`config.mk`:
```
export PLATFORM = sky130hd
export DESIGN_NAME = lrgd_ctrl
export DESIGN_NICKNAME = d
export VERILOG_FILES = /design/src/hdl/lrgd_pkg.sv /design/src/hdl/lrgd_ctrl.sv
export SDC_FILE = /design/constraint.sdc
export NUM_CORES = 1
export LEC_CHECK = 0
export BUFFER_PORTS_ARGS = -buffer_cell sky130_fd_sc_hd__buf_2
export CAP_MARGIN = 15
export CORE_ASPECT_RATIO = 1.75
export CORE_UTILIZATION = 50
export DETAILED_ROUTE_END_ITERATION = 8
export GPL_TIMING_DRIVEN = 0
export PLACE_DENSITY = 0.73
export SYNTH_ARGS = -nofsm -noshare
export SYNTH_HDL_FRONTEND = slang
export SYNTH_SLANG_ARGS = --single-unit
```
`constraint.sdc`:
```
create_clock -name clk -period 5.6 [get_ports clk]
set_clock_uncertainty 0.2 [all_clocks]
set_input_delay 1.4 -clock clk [delete_from_list [all_inputs] [get_ports clk]]
set_output_delay 1.4 -clock clk [all_outputs]
set_load 0.03 [all_outputs]
```
`src/hdl/lrgd_pkg.sv`:
```
// ----------------------------------------------------------------------------
// lrgd_pkg
// Shared types, constants and fixed-point helpers of the gradient-descent
// trainer.
// ----------------------------------------------------------------------------
`default_nettype none

package lrgd_pkg;

  localparam logic [1:0] CFG_STEP_GAIN       = 2'd0;
  localparam logic [1:0] CFG_ITERATION_COUNT = 2'd1;
  localparam logic [1:0] CFG_FEATURE_COUNT   = 2'd2;

  localparam logic [15:0] RST_STEP_GAIN       = 16'd655;
  localparam logic [15:0] RST_ITERATION_COUNT = 16'd1000;
  localparam logic [3:0]  RST_FEATURE_COUNT   = 4'd8;

  localparam logic [46:0] AVG_LIMIT = {47{1'b1}};

  typedef struct packed {
    logic clr;
    logic rd;
    logic pmul;
    logic pacc;
    logic err;
    logic g0;
    logic gmul;
    logic gacc;
    logic div_start;
    logic umul;
    logic usub;
    logic out_load;
    logic last;
  } cmd_t;

  typedef struct packed {
    logic div_done;
  } sts_t;

  function automatic logic signed [47:0] qmul_trunc(input logic signed [63:0] p);
    logic signed [63:0] adj;
    adj = p + (p[63] ? 64'sd65535 : 64'sd0);
    return adj[63:16];
  endfunction

  function automatic logic signed [63:0] sat_add64(input logic signed [63:0] a,
                                                   input logic signed [63:0] b);
    logic signed [64:0] s;
    s = {a[63], a} + {b[63], b};
    if (s[64] != s[63]) begin
      return s[64] ? {1'b1, 63'd0} : {1'b0, {63{1'b1}}};
    end
    return s[63:0];
  endfunction

  function automatic logic signed [31:0] sat32(input logic signed [63:0] v);
    if (v > 64'sd2147483647) begin
      return 32'sh7fffffff;
    end
    if (v < -64'sd2147483648) begin
      return 32'sh80000000;
    end
    return v[31:0];
  endfunction

endpackage

`default_nettype wire

```
`src/hdl/lrgd_ctrl.sv`:
```
// ----------------------------------------------------------------------------
// lrgd_ctrl
// Controller: sample loading, the training sequence and coefficient output.
// ----------------------------------------------------------------------------
`default_nettype none

module lrgd_ctrl #(
  parameter int MAX_FEATURES = 8,
  parameter int MAX_SAMPLES  = 256,
  parameter int SW  = 8,
  parameter int CW  = 9,
  parameter int JW  = 4,
  parameter int FIW = 3
) (
  input  wire logic            clk,
  input  wire logic            rst,
  input  wire logic            in_valid,
  output logic                 in_stall,
  input  wire logic            last_sample,
  output logic                 out_valid,
  input  wire logic            out_stall,
  input  wire logic [15:0]     iteration_count,
  input  wire logic [3:0]      feature_count,
  input  wire lrgd_pkg::sts_t  sts,
  output lrgd_pkg::cmd_t       cmd,
  output logic                 wr_en,
  output logic [SW-1:0]        wr_addr,
  output logic [SW-1:0]        rd_addr,
  output logic [JW-1:0]        sel,
  output logic [FIW-1:0]       fsel,
  output logic [CW-1:0]        count
);

  typedef enum logic [13:0] {
    S_IDLE  = 14'b00000000000001,
    S_CLR   = 14'b00000000000010,
    S_RD    = 14'b00000000000100,
    S_PMUL  = 14'b00000000001000,
    S_PACC  = 14'b00000000010000,
    S_ERR   = 14'b00000000100000,
    S_G0    = 14'b00000001000000,
    S_GMUL  = 14'b00000010000000,
    S_GACC  = 14'b00000100000000,
    S_UDIV  = 14'b00001000000000,
    S_UWAIT = 14'b00010000000000,
    S_UMUL  = 14'b00100000000000,
    S_USUB  = 14'b01000000000000,
    S_EMIT  = 14'b10000000000000
  } state_t;

  state_t state, state_next;
  logic [SW-1:0] smp, smp_next;
  logic [JW-1:0] j, j_next;
  logic [15:0] iter, iter_next;
  logic [CW-1:0] count_next;
  logic out_valid_next;
  logic [JW-1:0] nf;
  logic accept;
  logic out_free;

  always_comb begin
    if (feature_count == 4'd0) begin
      nf = JW'(1);
    end else if (32'(feature_count) > MAX_FEATURES) begin
      nf = JW'(MAX_FEATURES);
    end else begin
      nf = JW'(feature_count);
    end
  end

  assign in_stall = (state != S_IDLE);
  assign accept   = in_valid && !in_stall;
  assign out_free = !out_valid || !out_stall;
  assign wr_en    = accept && (32'(count) < MAX_SAMPLES);
  assign wr_addr  = count[SW-1:0];
  assign rd_addr  = smp;
  assign fsel     = j[FIW-1:0];

  always_comb begin
    state_next     = state;
    smp_next       = smp;
    j_next         = j;
    iter_next      = iter;
    count_next     = count;
    out_valid_next = out_valid && out_stall;
    cmd            = '0;
    sel            = j;
    unique case (state)
      S_IDLE: begin
        if (wr_en) begin
          count_next = count + CW'(1);
        end
        if (accept && last_sample) begin
          j_next    = '0;
          iter_next = '0;
          if (iteration_count == 16'd0) begin
            state_next = S_EMIT;
          end else begin
            state_next = S_CLR;
          end
        end
      end
      S_CLR: begin
        cmd.clr    = 1'b1;
        smp_next   = '0;
        state_next = S_RD;
      end
      S_RD: begin
        cmd.rd     = 1'b1;
        sel        = '0;
        j_next     = '0;
        state_next = S_PMUL;
      end
      S_PMUL: begin
        cmd.pmul   = 1'b1;
        sel        = j + JW'(1);
        state_next = S_PACC;
      end
      S_PACC: begin
        cmd.pacc = 1'b1;
        if (j == nf - JW'(1)) begin
          state_next = S_ERR;
        end else begin
          j_next     = j + JW'(1);
          state_next = S_PMUL;
        end
      end
      S_ERR: begin
        cmd.err    = 1'b1;
        state_next = S_G0;
      end
      S_G0: begin
        cmd.g0     = 1'b1;
        j_next     = '0;
        state_next = S_GMUL;
      end
      S_GMUL: begin
        cmd.gmul   = 1'b1;
        state_next = S_GACC;
      end
      S_GACC: begin
        cmd.gacc = 1'b1;
        sel      = j + JW'(1);
        if (j == nf - JW'(1)) begin
          j_next = '0;
          if (CW'(smp) == count - CW'(1)) begin
            state_next = S_UDIV;
          end else begin
            smp_next   = smp + SW'(1);
            state_next = S_RD;
          end
        end else begin
          j_next     = j + JW'(1);
          state_next = S_GMUL;
        end
      end
      S_UDIV: begin
        cmd.div_start = 1'b1;
        state_next    = S_UWAIT;
      end
      S_UWAIT: begin
        if (sts.div_done) begin
          state_next = S_UMUL;
        end
      end
      S_UMUL: begin
        cmd.umul   = 1'b1;
        state_next = S_USUB;
      end
      S_USUB: begin
        cmd.usub = 1'b1;
        if (j == nf) begin
          j_next = '0;
          if (iter == iteration_count - 16'd1) begin
            iter_next  = '0;
            state_next = S_EMIT;
          end else begin
            iter_next  = iter + 16'd1;
            state_next = S_CLR;
          end
        end else begin
          j_next     = j + JW'(1);
          state_next = S_UDIV;
        end
      end
      S_EMIT: begin
        if (out_free) begin
          cmd.out_load   = 1'b1;
          cmd.last       = (j == nf);
          out_valid_next = 1'b1;
          if (j == nf) begin
            j_next     = '0;
            count_next = '0;
            state_next = S_IDLE;
          end else begin
            j_next = j + JW'(1);
          end
        end
      end
      default: begin
        state_next = S_IDLE;
      end
    endcase
  end

  always_ff @(posedge clk) begin
    if (rst) begin
      state     <= S_IDLE;
      smp       <= '0;
      j         <= '0;
      iter      <= '0;
      count     <= '0;
      out_valid <= 1'b0;
    end else begin
      state     <= state_next;
      smp       <= smp_next;
      j         <= j_next;
      iter      <= iter_next;
      count     <= count_next;
      out_valid <= out_valid_next;
    end
  end

  a_div_to_mul: assert property (@(posedge clk) disable iff (rst)
    (state == S_UWAIT && sts.div_done) |=> (state == S_UMUL))
    else $error("divider completion did not advance the update");

  a_no_overwrite: assert property (@(posedge clk) disable iff (rst)
    cmd.out_load |-> (!out_valid || !out_stall))
    else $error("pending result overwritten");

  a_count_bound: assert property (@(posedge clk) disable iff (rst)
    32'(count) <= MAX_SAMPLES)
    else $error("sample count beyond store depth");

  a_feat_range: assert property (@(posedge clk) disable iff (rst)
    (state == S_GACC || state == S_PACC) |-> (j < nf))
    else $error("feature index out of range");

endmodule

`default_nettype wire

```
==> impl_metrics.py <==
metrics = {
    "timing": {
        "fin_crit_sh_pct": 83.20,
        "slew_viol_final": 0,
        "fmax_mhz": 214.6,
        "rsz0062_at_grt": "no",
        "worst_pin_slew_ps": 836.9,
        "hold_viol": 0,
        "min_period_ps": 4659,
        "maxSlewHeadroom_pct": 44.09,
        "fin_tns_setup_ps": 0,
        "finalSetupViolCount": 0,
    },
    "layout": {
        "multi_input_area_um2": 2576,
        "fillers": 737,
        "syn_to_final_growth_pct": 15.72,
        "drive_above_1_share_pct": 22.00,
        "instances_no_fill": 647,
        "final_util_pct": 59.46,
        "antenna_cells": 0,
        "stdcell_area_um2": 4468,
        "regArea_um2": 1041,
        "final_nets": 591,
    },
    "worst_setup_path": {
        "critPathCaptureType": "primary output",
        "arrival_ps": 3060,
        "cp_max_fo": 7,
        "reg2reg_depth": 10,
        "max_stage_delay_ps": 420,
        "path_buf_inv": 2,
        "crit_required_ps": 4000,
        "crit_chain": "buf_2, o21ba_1, o21ai_1, nand4_1, nor3_2, buf_2",
        "crit_path_frequent_cell": "buf_2",
        "path_delay_family": "simple AND/OR/NAND/NOR gates",
        "critical_path_class": "in2out",
        "path_depth": 6,
        "critPathLaunchType": "input pin",
        "rrSetupSlack_ps": 2470,
        "slowest_stage": "nor3_2",
    },
    "global_route": {
        "first_global_vias": 3432,
        "grt_pass1_wl_um": 15010,
        "grt-ovfl-total": 0,
        "antenna_found_initial": 0,
        "grtUsageTotal_pct": 24.23,
        "grt_max_degree": 18,
    },
    "yosys": {
        "synth.avg_cell_area_um2": 8.027,
        "synth_top_family_by_area": "simple AND/OR/NAND/NOR gates",
        "yosysTopAreaCell": "dfxtp_1",
        "syn_area_um2": 3861,
        "yosysWarnings": 0,
        "synthAdderAreaFrac_pct": 2.268,
        "synth-simple-area-share_pct": 34.87,
        "synth_compound_area_share_pct": 13.48,
        "synthCells": 481,
        "ys_seq_area_share_pct": 26.96,
        "synth_top_area_share_pct": 26.96,
        "synth_mux_area_share_pct": 2.139,
        "synth_seq_cells": 52,
        "ys.flop_type": "dfxtp_1",
        "synth_edf_count": 0,
        "ys_async_sr_fraction_pct": 0,
        "ys_types": 73,
        "syn-num-nets": 514,
        "synthTopCellsByArea": "dfxtp_1 (27%), xnor2_1 (7.0%), xor2_1 (6.4%)",
        "synth_xor_xnor_area_share_pct": 13.97,
    },
    "cts": {
        "cts_resized": 0,
        "insertion_delay_ps": 300,
        "htreeDepth": 2,
        "cts_made_buffers": 5,
        "clk_path_buf_depth": 2,
        "post_cts_buffers": 0,
        "clk_pin_slew_ps": 70,
        "clockRootBuffer": "clkbuf_16",
        "hold_buffers": 0,
        "cts_sinks": 52,
        "cts_tree": "built",
    },
    "hold_path": {
        "hold-path-cell-count": 2,
        "hp-class": "reg2reg",
    },
    "placement": {
        "post-place-cells": 639,
        "dp_hpwl_um": 7407,
        "place_area_um2": 4322,
        "portBuffers": 70,
        "routabilityCongestion": 0.8326,
    },
    "drt": {
        "viasPerCell": 5.785,
        "wl_per_cell_um": 14.48,
        "drtPass1Iterations": 5,
        "vias": 3743,
        "drc": 0,
        "routed_wl_um": 9371,
        "dr.first_iter.drc_count": 168,
        "ant_nets": 0,
    },
    "run_status": {
        "status": "finished, final reports clean",
    },
    "floorplan": {
        "fp.dieH_um": 118.3,
        "die_area_um2": 8092,
        "placeableCoreArea_um2": 7515,
        "io_pins": 74,
        "start_util_pct": 51.38,
        "num_rows": 42,
        "die_w_um": 68.43,
    },
    "power": {
        "power.leakage_nw": 1.836,
        "peakVddDrop_v": 0.0001374,
        "power.density_nw_per_um2": 248.3,
    },
    "job": {
        "maxCapViolCount": 0,
    },
}
-- cell families after synthesis --
logic type      Yosys count
simple gates            238
mux                       8
xor+xnor                 60
buf+inv                  46
flops                    52
fa+ha+maj                 7
compound gates           70
-- layer usage --
metal,global-route usage (%),part of all wire (%),vias up
li1,-,-,1860
met1,22.95,37,1770
met2,46.57,56,93
met3,3.764,3.4,20
met4,11.46,3.1,0
met5,0,0,-
-- worst paths after layout --
path                    startpoint         end
hold reg to reg          out_valid   out_valid
setup / recovery  feature_count[1]      cmd[0]
setup reg to reg          count[0]  rd_addr[7]
hold / removal           out_valid   out_valid
-- per-stage QoR --
stage / hold slack (ps) / total power [mW] / setup WS [ps]
final: 297.3 / 1.110 / 940.8
after global placement: 281.6 / 0.7949 / 982.8
after global routing: 340.0 / 1.168 / 846.1
after floorplan: 330.1 / 0.7099 / 1285
after CTS: 292.0 / 1.114 / 926.0
after detailed placement: 282.0 / 0.8039 / 943.0
-- sequential cells by signal (all words and copies together) (netlist names) --
signal,flops
rd_addr,8
count,9
state,14
iter,16
out_valid,1
j,4
-- tightest hold or removal path: stages, from the launching register on --
cell,delay (ps)
dfxtp_1,310
nand2_1,80
a21oi_1,60
-- where the power goes --
| group | switching [mW] | internal (mW) | total (mW) |
|---|---|---|---|
| sequential | 0.0255 | 0.384 | 0.410 |
| clock | 0.146 | 0.167 | 0.312 |
| combinational | 0.245 | 0.142 | 0.388 |
-- synth_stat cells (all sizes together), types with 2 or more instances --
library cell and number:
nor2 56, dfxtp 52, nor3 39, nand2 35, xnor2 31, xor2 28, nand3 21, buf 20
o21ai 18, a21oi 17, nor4 16, inv 15, clkbuf 11, nor2b 9, nand2b 8, nand4 8
ha 7, or3 7, and2 6, mux2i 6, and3 5, nand3b 5, or4 5, nor3b 4
or2 4, a2111oi 3, a211oi 3, and4b 3, nor4b 3, o211ai 3, o31ai 3, a32oi 2
and4 2, mux2 2, o21a 2, o22ai 2, o311ai 2
-- area by class of cell --
cell class                      count  area share (%)
Clock inverter                      3          0.4761
Multi-Input combinational cell    383           57.66
Buffer                             31           4.200
Tap cell                           88           2.464
Sequential cell                    52           23.30
Timing Repair Buffer               70           7.841
Clock buffer                        5           2.800
Inverter                           15           1.260
-- cell usage in the layout, fill, tap and decap left out, types with 6 or more instances in the layout --
master / Yosys / final
xor2_1: 28 / 28
o21ai_0: 17 / 17
xnor2_1: 31 / 31
ha_1: 7 / 7
inv_1: 15 / 15
clkbuf_1: 11 / 11
buf_4: 12 / 12
or3_1: 6 / 6
nor3_1: 37 / 37
nand4_1: 8 / 8
nor2b_1: 9 / 9
buf_2: 3 / 73
nand3_1: 21 / 21
nor4_1: 10 / 10
mux2i_1: 6 / 6
nand2b_1: 8 / 8
a21oi_1: 16 / 16
nand2_1: 34 / 34
dfxtp_1: 52 / 52
nor2_1: 55 / 55
Power figures use the tool's default switching activity.
